$ cat src/rtl/i2cbe_pkg.sv
// Package for the I2C master bit engine: codes, item types and the phase decode.
package i2cbe_pkg;

  // Command codes carried in func
  localparam logic [2:0] FUNC_START = 3'd0;
  localparam logic [2:0] FUNC_STOP  = 3'd1;
  localparam logic [2:0] FUNC_SEND  = 3'd2;
  localparam logic [2:0] FUNC_RECV  = 3'd3;
  localparam logic [2:0] FUNC_SACK  = 3'd4;
  localparam logic [2:0] FUNC_RACK  = 3'd5;

  // Line action taken on the first tick of a phase
  localparam logic [2:0] ACT_SDA_LO     = 3'd0;
  localparam logic [2:0] ACT_SDA_HI     = 3'd1;
  localparam logic [2:0] ACT_SDA_TX     = 3'd2;
  localparam logic [2:0] ACT_SCL_HI     = 3'd3;
  localparam logic [2:0] ACT_SCL_LO     = 3'd4;
  localparam logic [2:0] ACT_SAMPLE_BIT = 3'd5;
  localparam logic [2:0] ACT_SAMPLE_ACK = 3'd6;

  localparam int unsigned PLEN_W  = 16;
  localparam int unsigned PHASE_W = 5;

  typedef struct packed {
    logic [2:0] op;
    logic [2:0] bit_idx;  // 0 selects the MSB
  } action_t;

  typedef struct packed {
    logic       sda_sample;
    logic       ack_to_send;
    logic [7:0] tx_byte;
    logic [2:0] func;
    logic       cmd_valid;
  } in_item_t;

  typedef struct packed {
    logic       ack_received;
    logic [7:0] rx_byte;
    logic       done_res;
    logic       busy_res;
    logic       sda_level;
    logic       scl_level;
  } result_t;

  function automatic logic [PHASE_W-1:0] phase_count(input logic [2:0] cmd);
    logic [PHASE_W-1:0] n;
    case (cmd)
      FUNC_START: n = 5'd4;
      FUNC_STOP:  n = 5'd3;
      FUNC_SEND:  n = 5'd24;
      FUNC_RECV:  n = 5'd25;
      FUNC_SACK:  n = 5'd3;
      default:    n = 5'd4;
    endcase
    return n;
  endfunction

  // p / 3 for p below 32 as (p * 11) >> 5, exact over that range
  function automatic logic [3:0] div3(input logic [PHASE_W-1:0] p);
    logic [8:0] m;
    m = {4'b0, p} * 9'd11;
    return m[8:5];
  endfunction

  function automatic action_t phase_action(input logic [2:0] cmd,
                                           input logic [PHASE_W-1:0] p);
    action_t            a;
    logic [PHASE_W-1:0] pm1;
    logic [3:0]         d;
    logic [PHASE_W-1:0] q;
    pm1 = p - 5'd1;
    d   = 4'd0;
    q   = 5'd0;
    a.bit_idx = 3'd0;
    a.op      = ACT_SCL_LO;
    case (cmd)
      FUNC_START: begin
        case (p)
          5'd0:    a.op = ACT_SDA_HI;
          5'd1:    a.op = ACT_SCL_HI;
          5'd2:    a.op = ACT_SDA_LO;
          default: a.op = ACT_SCL_LO;
        endcase
      end
      FUNC_STOP: begin
        case (p)
          5'd0:    a.op = ACT_SDA_LO;
          5'd1:    a.op = ACT_SCL_HI;
          default: a.op = ACT_SDA_HI;
        endcase
      end
      FUNC_SEND: begin
        d = div3(p);
        q = p - ({d, 1'b0} + {1'b0, d});
        a.bit_idx = d[2:0];
        case (q[1:0])
          2'd0:    a.op = ACT_SDA_TX;
          2'd1:    a.op = ACT_SCL_HI;
          default: a.op = ACT_SCL_LO;
        endcase
      end
      FUNC_RECV: begin
        d = div3(pm1);
        q = pm1 - ({d, 1'b0} + {1'b0, d});
        a.bit_idx = d[2:0];
        if (p == 5'd0) begin
          a.op = ACT_SDA_HI;
        end else begin
          case (q[1:0])
            2'd0:    a.op = ACT_SCL_HI;
            2'd1:    a.op = ACT_SAMPLE_BIT;
            default: a.op = ACT_SCL_LO;
          endcase
        end
      end
      FUNC_SACK: begin
        a.bit_idx = 3'd7;  // ack level sits in bit 0 of the hold register
        case (p)
          5'd0:    a.op = ACT_SDA_TX;
          5'd1:    a.op = ACT_SCL_HI;
          default: a.op = ACT_SCL_LO;
        endcase
      end
      default: begin
        case (p)
          5'd0:    a.op = ACT_SDA_HI;
          5'd1:    a.op = ACT_SCL_HI;
          5'd2:    a.op = ACT_SAMPLE_ACK;
          default: a.op = ACT_SCL_LO;
        endcase
      end
    endcase
    return a;
  endfunction

endpackage

$ cat src/rtl/i2cbe_core.sv
// Sequencer state and per-tick update of the I2C master bit engine.
module i2cbe_core (
  input  logic                            clk,
  input  logic                            rst,
  input  logic                            en,
  input  i2cbe_pkg::in_item_t             item,
  input  logic [i2cbe_pkg::PLEN_W-1:0]    phase_length,
  output i2cbe_pkg::result_t              res
);

  logic                             scl_reg, scl_reg_next;
  logic                             sda_reg, sda_reg_next;
  logic [2:0]                       active_command, active_command_next;
  logic                             busy_flag, busy_flag_next;
  logic [i2cbe_pkg::PHASE_W-1:0]    phase_index, phase_index_next;
  logic [i2cbe_pkg::PLEN_W-1:0]     tick_count, tick_count_next;
  logic [7:0]                       shift_reg, shift_reg_next;
  logic                             ack_reg, ack_reg_next;
  logic [7:0]                       tx_hold, tx_hold_next;

  logic                             start;
  logic [2:0]                       cmd;
  logic                             busy_now;
  logic [i2cbe_pkg::PHASE_W-1:0]    pidx;
  logic [i2cbe_pkg::PLEN_W-1:0]     tcnt;
  logic [i2cbe_pkg::PLEN_W-1:0]     plen;
  logic [i2cbe_pkg::PLEN_W:0]       tcnt_inc;
  logic                             phase_end;
  logic                             last_phase;
  logic                             done;
  logic [7:0]                       bit_mask;
  i2cbe_pkg::action_t               act;

  always_comb begin
    start = !busy_flag && item.cmd_valid && (item.func <= i2cbe_pkg::FUNC_RACK);
    cmd      = start ? item.func : active_command;
    busy_now = busy_flag || start;
    pidx     = start ? '0 : phase_index;
    tcnt     = start ? '0 : tick_count;
    plen     = (phase_length == '0) ? {{(i2cbe_pkg::PLEN_W-1){1'b0}}, 1'b1} : phase_length;

    tx_hold_next = tx_hold;
    if (start && item.func == i2cbe_pkg::FUNC_SEND) begin
      tx_hold_next = item.tx_byte;
    end else if (start && item.func == i2cbe_pkg::FUNC_SACK) begin
      tx_hold_next = {7'b0, item.ack_to_send};
    end
    shift_reg_next = (start && item.func == i2cbe_pkg::FUNC_RECV) ? 8'h00 : shift_reg;

    act      = i2cbe_pkg::phase_action(cmd, pidx);
    bit_mask = 8'h80 >> act.bit_idx;

    scl_reg_next = scl_reg;
    sda_reg_next = sda_reg;
    ack_reg_next = ack_reg;
    if (busy_now && tcnt == '0) begin
      case (act.op)
        i2cbe_pkg::ACT_SDA_LO:     sda_reg_next = 1'b0;
        i2cbe_pkg::ACT_SDA_HI:     sda_reg_next = 1'b1;
        i2cbe_pkg::ACT_SDA_TX:     sda_reg_next = |(tx_hold_next & bit_mask);
        i2cbe_pkg::ACT_SCL_HI:     scl_reg_next = 1'b1;
        i2cbe_pkg::ACT_SCL_LO:     scl_reg_next = 1'b0;
        i2cbe_pkg::ACT_SAMPLE_BIT: begin
          if (item.sda_sample) shift_reg_next = shift_reg_next | bit_mask;
        end
        i2cbe_pkg::ACT_SAMPLE_ACK: ack_reg_next = item.sda_sample;
        default:                   scl_reg_next = scl_reg;
      endcase
    end

    tcnt_inc   = {1'b0, tcnt} + 17'd1;
    phase_end  = tcnt_inc >= {1'b0, plen};
    last_phase = (pidx + 5'd1) >= i2cbe_pkg::phase_count(cmd);
    done       = busy_now && phase_end && last_phase;

    active_command_next = cmd;
    busy_flag_next      = busy_now && !done;
    phase_index_next    = pidx;
    tick_count_next     = tcnt;
    if (busy_now) begin
      if (phase_end) begin
        tick_count_next  = '0;
        phase_index_next = last_phase ? '0 : pidx + 5'd1;
      end else begin
        tick_count_next  = tcnt_inc[i2cbe_pkg::PLEN_W-1:0];
      end
    end

    res.scl_level    = scl_reg_next;
    res.sda_level    = sda_reg_next;
    res.busy_res     = busy_now;
    res.done_res     = done;
    res.rx_byte      = shift_reg_next;
    res.ack_received = ack_reg_next;
  end

  always_ff @(posedge clk) begin
    if (rst) begin
      scl_reg        <= 1'b1;
      sda_reg        <= 1'b1;
      active_command <= i2cbe_pkg::FUNC_START;
      busy_flag      <= 1'b0;
      phase_index    <= '0;
      tick_count     <= '0;
      shift_reg      <= 8'h00;
      ack_reg        <= 1'b0;
      tx_hold        <= 8'h00;
    end else if (en) begin
      scl_reg        <= scl_reg_next;
      sda_reg        <= sda_reg_next;
      active_command <= active_command_next;
      busy_flag      <= busy_flag_next;
      phase_index    <= phase_index_next;
      tick_count     <= tick_count_next;
      shift_reg      <= shift_reg_next;
      ack_reg        <= ack_reg_next;
      tx_hold        <= tx_hold_next;
    end
  end

endmodule

$ cat src/rtl/i2c_master_bit_engine.sv
// I2C master bit engine top level: stream ports, input and result registers.
//
// Each input item is one bus tick carrying the sampled SDA level and an
// optional command (start, stop, send byte, receive byte, send ack, receive
// ack). Every item yields exactly one result item with the SCL/SDA drive
// levels after that tick (1 = released), busy, a done pulse on the tick the
// command's last phase ends, the received byte and the received ack. A
// command that arrives while busy, including on the done tick, or with an
// unknown code is dropped. Each bus phase lasts phase_length ticks (0 acts
// as 1); line writes and SDA samples happen on a phase's first tick.
// Throughput is one item per clock while the result side is not stalled:
// the item is taken into an input register, one pass of sequencer logic
// updates the state and fills the result register, which drives m_tvalid.
// s_tready follows m_tready combinationally while both registers are full,
// so a stall on the result side holds at most one item in each of the two
// registers.
// phase_length may only be rewritten while no item is in flight.
module i2c_master_bit_engine (
  input  logic        clk,
  input  logic        rst,
  // configuration: phase_length
  input  logic        cfg_we,
  input  logic [15:0] cfg_data,
  // input items
  input  logic        s_tvalid,
  output logic        s_tready,
  input  logic [15:0] s_tdata,   // tx_byte[7:0], ack_to_send[8], sda_sample[9], zero pad
  input  logic [3:0]  s_tuser,   // cmd_valid[0], func[3:1]
  // result items
  output logic        m_tvalid,
  input  logic        m_tready,
  output logic [15:0] m_tdata    // scl_level[0], sda_level[1], busy_res[2], done_res[3],
                                 // rx_byte[11:4], ack_received[12], zero pad
);

  logic [i2cbe_pkg::PLEN_W-1:0] phase_length;

  logic                 in_vld;
  i2cbe_pkg::in_item_t  in_item;
  logic                 out_vld;
  i2cbe_pkg::result_t   out_res;
  i2cbe_pkg::result_t   core_res;
  logic                 adv;

  // the held item moves on when the result register is free or draining
  assign adv      = in_vld && (!out_vld || m_tready);
  assign s_tready = !in_vld || adv;
  assign m_tvalid = out_vld;
  assign m_tdata  = {3'b000, out_res};

  always_ff @(posedge clk) begin
    if (rst) begin
      phase_length <= 16'd1;
    end else if (cfg_we) begin
      phase_length <= cfg_data;
    end
  end

  always_ff @(posedge clk) begin
    if (rst) begin
      in_vld <= 1'b0;
    end else if (s_tready) begin
      in_vld <= s_tvalid;
    end
  end

  always_ff @(posedge clk) begin
    if (s_tvalid && s_tready) begin
      in_item.cmd_valid   <= s_tuser[0];
      in_item.func        <= s_tuser[3:1];
      in_item.tx_byte     <= s_tdata[7:0];
      in_item.ack_to_send <= s_tdata[8];
      in_item.sda_sample  <= s_tdata[9];
    end
  end

  i2cbe_core u_core (
    .clk          (clk),
    .rst          (rst),
    .en           (adv),
    .item         (in_item),
    .phase_length (phase_length),
    .res          (core_res)
  );

  always_ff @(posedge clk) begin
    if (rst) begin
      out_vld <= 1'b0;
    end else if (adv) begin
      out_vld <= 1'b1;
    end else if (m_tready) begin
      out_vld <= 1'b0;
    end
  end

  always_ff @(posedge clk) begin
    if (adv) begin
      out_res <= core_res;
    end
  end

`ifndef ASSERT_OFF
  // a done pulse only ends a running sequence
  a_done_busy: assert property (@(posedge clk) disable iff (rst)
    m_tvalid |-> (!m_tdata[3] || m_tdata[2]))
    else $error("done without busy");

  // an item advancing out of the input register always lands in the result register
  a_adv_lands: assert property (@(posedge clk) disable iff (rst)
    adv |=> out_vld)
    else $error("advanced item lost");

  // with nothing held at the input, a new item is always taken
  a_ready_empty: assert property (@(posedge clk) disable iff (rst)
    !in_vld |-> s_tready)
    else $error("input stalled while empty");
`endif

endmodule

$ cat config.mk
export PLATFORM = sky130hd
export DESIGN_NAME = i2c_master_bit_engine
export DESIGN_NICKNAME = d
export VERILOG_FILES = /design/src/rtl/i2cbe_pkg.sv /design/src/rtl/i2cbe_core.sv /design/src/rtl/i2c_master_bit_engine.sv
export SDC_FILE = /design/constraint.sdc
export NUM_CORES = 1
export LEC_CHECK = 0
export ABC_AREA = 1
export ABC_CLOCK_PERIOD_IN_PS = 7200
export BUFFER_PORTS_ARGS = -buffer_cell sky130_fd_sc_hd__buf_2
export CAP_MARGIN = 10
export CORE_MARGIN = 2
export CORE_UTILIZATION = 45
export CTS_CLUSTER_DIAMETER = 60
export DETAILED_ROUTE_END_ITERATION = 10
export GPL_TIMING_DRIVEN = 0
export SLEW_MARGIN = 20
export SYNTH_ARGS = -nofsm -noshare
export SYNTH_HDL_FRONTEND = slang
export SYNTH_SLANG_ARGS = --single-unit
$ cat constraint.sdc
create_clock -name clk -period 7.2 [get_ports clk]
set_input_delay 0.36 -clock clk [delete_from_list [all_inputs] [get_ports clk]]
set_output_delay 0.36 -clock clk [all_outputs]
set_load 0.05 [all_outputs]
* After elaboration in Yosys (flattened, before gate mapping)
Index checks and enable logic that the tools add are counted.
** Storage, ports and cells
- Register bits :: 89
- Input port bits :: 41
- Word-level logic and storage cells :: 116
** Operators by class
- Add/subtract/negate cells :: 7
- $mul :: 2
- Magnitude comparators :: 3
- Equality and inequality tests :: 17
- Shift-type cells :: 1
- Mux-type cells :: 33
- Bitwise gates (word level) :: 2
- Reductions and logical operators :: 28
** Operators with widths (count)
- 16-bit two-way mux :: 4
- 8-bit two-way mux :: 6
- 16-bit zero test :: 2
- 3-bit one-hot mux with 3 select lines :: 3
- 5-bit two-way mux :: 4
- 3-bit by 2-bit equality test with 1-bit output, second input constant :: 6
- 3-bit one-hot mux with 2 select lines :: 3
- 16-bit by 1-bit adder with 17-bit output, second input constant :: 1
- 17-bit by 16-bit greater-or-equal comparator with 1-bit output :: 1
- 5-bit by 4-bit multiplier with 8-bit output, second input constant :: 2
- 3-bit equality test, second input constant :: 5
- 3-bit one-hot mux with 5 select lines :: 1
- 5-bit one-hot mux with 3 select lines :: 1
- 1-bit logical AND :: 11
- 8-bit AND :: 1
- 8-bit bitwise OR :: 1
- 8-bit OR reduction :: 1
- 8-bit by 3-bit >> shifter with 8-bit output, first input constant :: 1
- 3-bit by 1-bit equality test with 1-bit output, second input constant :: 2
- 3-bit zero test :: 2
- 1-bit two-way mux :: 6
- 3-bit two-way mux :: 2
- 5-bit by 1-bit adder with 5-bit output, second input constant :: 1
- 5-bit by 1-bit equality test with 1-bit output, second input constant :: 1
- other kinds (16) :: 25

* Depth between registers and ports, before layout
- Depth in word-level cells :: 15
- Mapped depth :: 38
- Depth with buffers taken out :: 37

* Modules after synthesis
From an unflattened synthesis, not the netlist that was laid out.
** Second synthesis, totals
- Cell total of the unflattened synthesis :: 883
- Area total of the unflattened synthesis :: 6289.8 um2
** Modules (own cells, without submodules)
- i2cbe_core :: times used 1, cells each 771, area an instance 4818.4 um2
- i2c_master_bit_engine :: times used 1, cells each 112, area an instance 1471.4 um2

* Worst setup path after synthesis
OpenSTA, ideal clock, no wires.
- Path kind :: register -> register
- Start point :: register in_item[2] (netlist name)
- End point :: register out_res, in the netlist m_tdata[12] (data pin)
- Arrival time :: 4607 ps
- Data required time :: 6945 ps
- Path slack :: 2338 ps
- Cell stages (with the launch flop) :: 33
- Buffers on the path :: 1
- Period minus slack after synthesis :: 4862 ps
- Cells stage by stage :: edfxtp_1 -> nand2_2 -> nand3_4 -> buf_12 -> inv_6 -> nor2_1 -> inv_1 -> ha_1 -> inv_1 -> ha_1 -> inv_1 -> fa_1 -> inv_1 -> ha_1 -> a21oi_1 -> nand3b_1 -> nand2_1 -> inv_1 -> ha_1 -> xnor2_1 -> nand3_1 -> nand2_1 -> nand2_1 -> nand2_1 -> nand2_1 -> nand2_1 -> nand3_1 -> nor2_2 -> nand2_1 -> nor2_2 -> nand2_1 -> nand2_1 -> nand2_2
** RTL lines
- start, declared :: line i2c_master_bit_engine.sv:39 : i2cbe_pkg::in_item_t in_item;
- end signal, assigned :: line i2c_master_bit_engine.sv:98 : out_res <= core_res;
- end, declared :: line i2c_master_bit_engine.sv:41 : i2cbe_pkg::result_t out_res;

==> metrics.cfg <==
[synth]
yosysWarnings=0
synthesis.instances=857
avgSynthCellArea_um2=7.20
yosysUniqueCellTypes=50
synthesis.area_um2=6170
ys_seq_area_frac=0.333
async_reset_ff_frac=0
synthFlopType=dfxtp_1
synth_edf_count=27
synth-seq-cells=89

[critical_path]
startpoint_type=flip-flop
cp_slowest_stage_delay_ns=0.58
cpMostUsedCell=inv_1
reg2reg_depth=31
arrival_ns=6.09
r2r_start=in_item[2]$_DFFE_PP_
rr_endpoint=u_core.shift_reg[5]$_SDFFE_PP0P_
critPathKind=flip-flop to flip-flop
crit_path_top_delay_cell=nor2_1
critPathMaxFanout=10
ff2ff_setup_slack_ns=1.40
cp.required_ns=7.49
end_kind=flip-flop

[route]
wl_met3_um=625
met1Wirelength_mm=7.48
routed_wl_mm=14.3
ant_nets=0
drt-wirelength-per-cell_um=13.0
routed.top_layer=met4
dr.pass1.iters=5
vias_per_cell=4.92
drt_iter0_markers=236
remaining_drc_errors=0
routed-via-count=5412
met2WireLength_mm=6.03

[power_and_ir_drop]
p_total_w=0.00150
switching_share=0.345
power_switching_w=0.000518
pwr-share-seq=0.376
ir_worst_vdd_uv=168
powerDensity_nw_per_um2=216
total_leakage_power_nw=3.54
p_comb_frac=0.302
internal_power_w=0.000982
p_clk_frac=0.322

[sta]
setup_ws_ns=1.40
max_slew_margin=0.496
fin_crit_sh=0.805
setup_tns_ns=0
hold_viol=0
worst_pin_slew_ns=0.753
grt_setup_unrepaired=false
fin_skew_ns=0.00521
fin_crit_ns=5.80
fmax_ghz=0.172
setup_viol=0
slew_violations=0
fin_hold_ws_ns=0.181

[min_path]
hold_end=in_item[12]$_DFFE_PP_
hold_depth=1
min_from=s_tdata[8]
hold_class=input port to flip-flop

[global_route]
grt_pass1_wl_mm=23.7
grt_antenna_before_repair=0
grt_max_degree=23
grt_pass1_vias=4944
grt.total_usage=0.204
grt-ovfl-total=0

[finish]
drive_gt1_frac=0.138
nFillCells=1344
top_regs=phase_length: 16 flops, u_core.tick_count: 16 flops, in_item: 14 flops
seq_area_um2=2050
mostFrequentLayoutCells=187 x nand2_1, 126 x inv_1, 84 x nor2_1, 62 x dfxtp_1, 60 x a21oi_1
stdcell_count=1099
multi_input_area_um2=3470
area_growth_pct=12.5
layout_commonest_cell=nand2_1
antennaDiodeCount=0
layout.nets=1014

[floorplan]
fp.dieW_um=121
die-area_um2=14700
num_rows=42
start_util=0.464
coreArea_um2=13300
boundaryPins=59
fp.dieH_um=121

[clocking]
clock-sinks=89
cts_setup_buffers=0
post_cts_resized=0
cts.clk_slew.worst_paths_ns=0.06
cts_buffers=9
cts_root_buf=clkbuf_16
clock_latency_ns=0.35
htreeDepth=3
cts.path.max_buffers=2
cts_tree=built
holdBufCountCts=0

[place]
port-buffer-count=48
dp_hpwl_mm=10.9
placed_cells=1083
gp_congestion=0.882
pre_cts_ws_ns=1.43

[job]
drv_cap=0

[run_status]
status=completed

-- power by group through the flow --
| stage | clock network [W] | registers (W) | logic (W) |
|---|---|---|---|
| floorplan | 0 | 0.000589 | 0.000342 |
| global placement | 0 | 0.000575 | 0.000450 |
| detailed placement | 0 | 0.000575 | 0.000452 |
| CTS | 0.000492 | 0.000564 | 0.000455 |
| global route | 0.000507 | 0.000567 | 0.000519 |
| finish | 0.000483 | 0.000564 | 0.000453 |
-- worst max path at each step --
stage	start	endpoint	slack, ns
final	in_item[2]$_DFFE_PP_	u_core.shift_reg[5]$_SDFFE_PP0P_	1.40
after detailed placement	in_item[2]$_DFFE_PP_	u_core.ack_reg$_SDFFE_PP0P_	1.43
after global routing	in_item[2]$_DFFE_PP_	u_core.ack_reg$_SDFFE_PP0P_	0.85
after CTS	in_item[2]$_DFFE_PP_	u_core.shift_reg[1]$_SDFFE_PP0P_	1.39
after global placement	in_item[2]$_DFFE_PP_	u_core.ack_reg$_SDFFE_PP0P_	1.39
after floorplan	in_item[2]$_DFFE_PP_	m_tdata[12]$_DFFE_PP_	2.34
-- routing by layer --
metal,GRT usage,vias up
met5,0,-
met4,0.0545,0
met3,0.0343,15
met2,0.310,90
met1,0.300,2414
li1,-,2893
-- per-stage QoR --
stage	area, um^2	util
6_report	6940	0.522
5_1_grt	6940	0.522
4_1_cts	6940	0.522
3_5_place_dp	6640	0.499
3_3_place_gp	6640	0.499
2_1_floorplan	6170	-
-- synthesized netlist by cell type, types with 5 or more instances --
master,number,area share
nand2_1,187,0.11
inv_1,126,0.077
nor2_1,84,0.051
dfxtp_1,62,0.20
a21oi_1,60,0.049
nand3_1,54,0.044
ha_1,53,0.11
o21ai_0,39,0.032
edfxtp_1,27,0.13
clkbuf_1,19,0.012
nand4_1,17,0.017
xor2_1,16,0.023
nor2_2,14,0.014
o21ai_1,13,0.011
nand2_2,11,0.011
o21ai_2,9,0.013
nor3_1,8,0.0065
inv_2,5,0.0030
-- worst max-delay path, delay by kind of cell (launching register included) --
family	cells	cell delay (ns)
compound gates	3	0.46
xor+xnor	1	0.20
fa+ha+maj	5	1.70
buf+inv	9	0.92
flops	1	0.44
simple gates	13	1.98
-- final cells by class --
class / instances / share of cell area
inverter: 134 / 0.0732
multi-input combinational: 610 / 0.501
tap: 176 / 0.0318
buffer: 26 / 0.0206
sequential: 89 / 0.296
timing repair buffer: 48 / 0.0346
clock inverter: 5 / 0.00812
clock buffer: 11 / 0.0350
-- cells by family (layout without fill, tap and decap cells) --
logic type      count (synthesis)  count (layout)  share of synthesized area
xor+xnor                       19              19                     0.0270
compound gates                134             134                      0.121
other cells                     1               3                   0.000608
fa+ha+maj                      55              55                      0.114
flops                          89              89                      0.333
buf+inv                       160             224                      0.105
simple gates                  399             399                      0.300
Power figures use the tool's default switching activity.
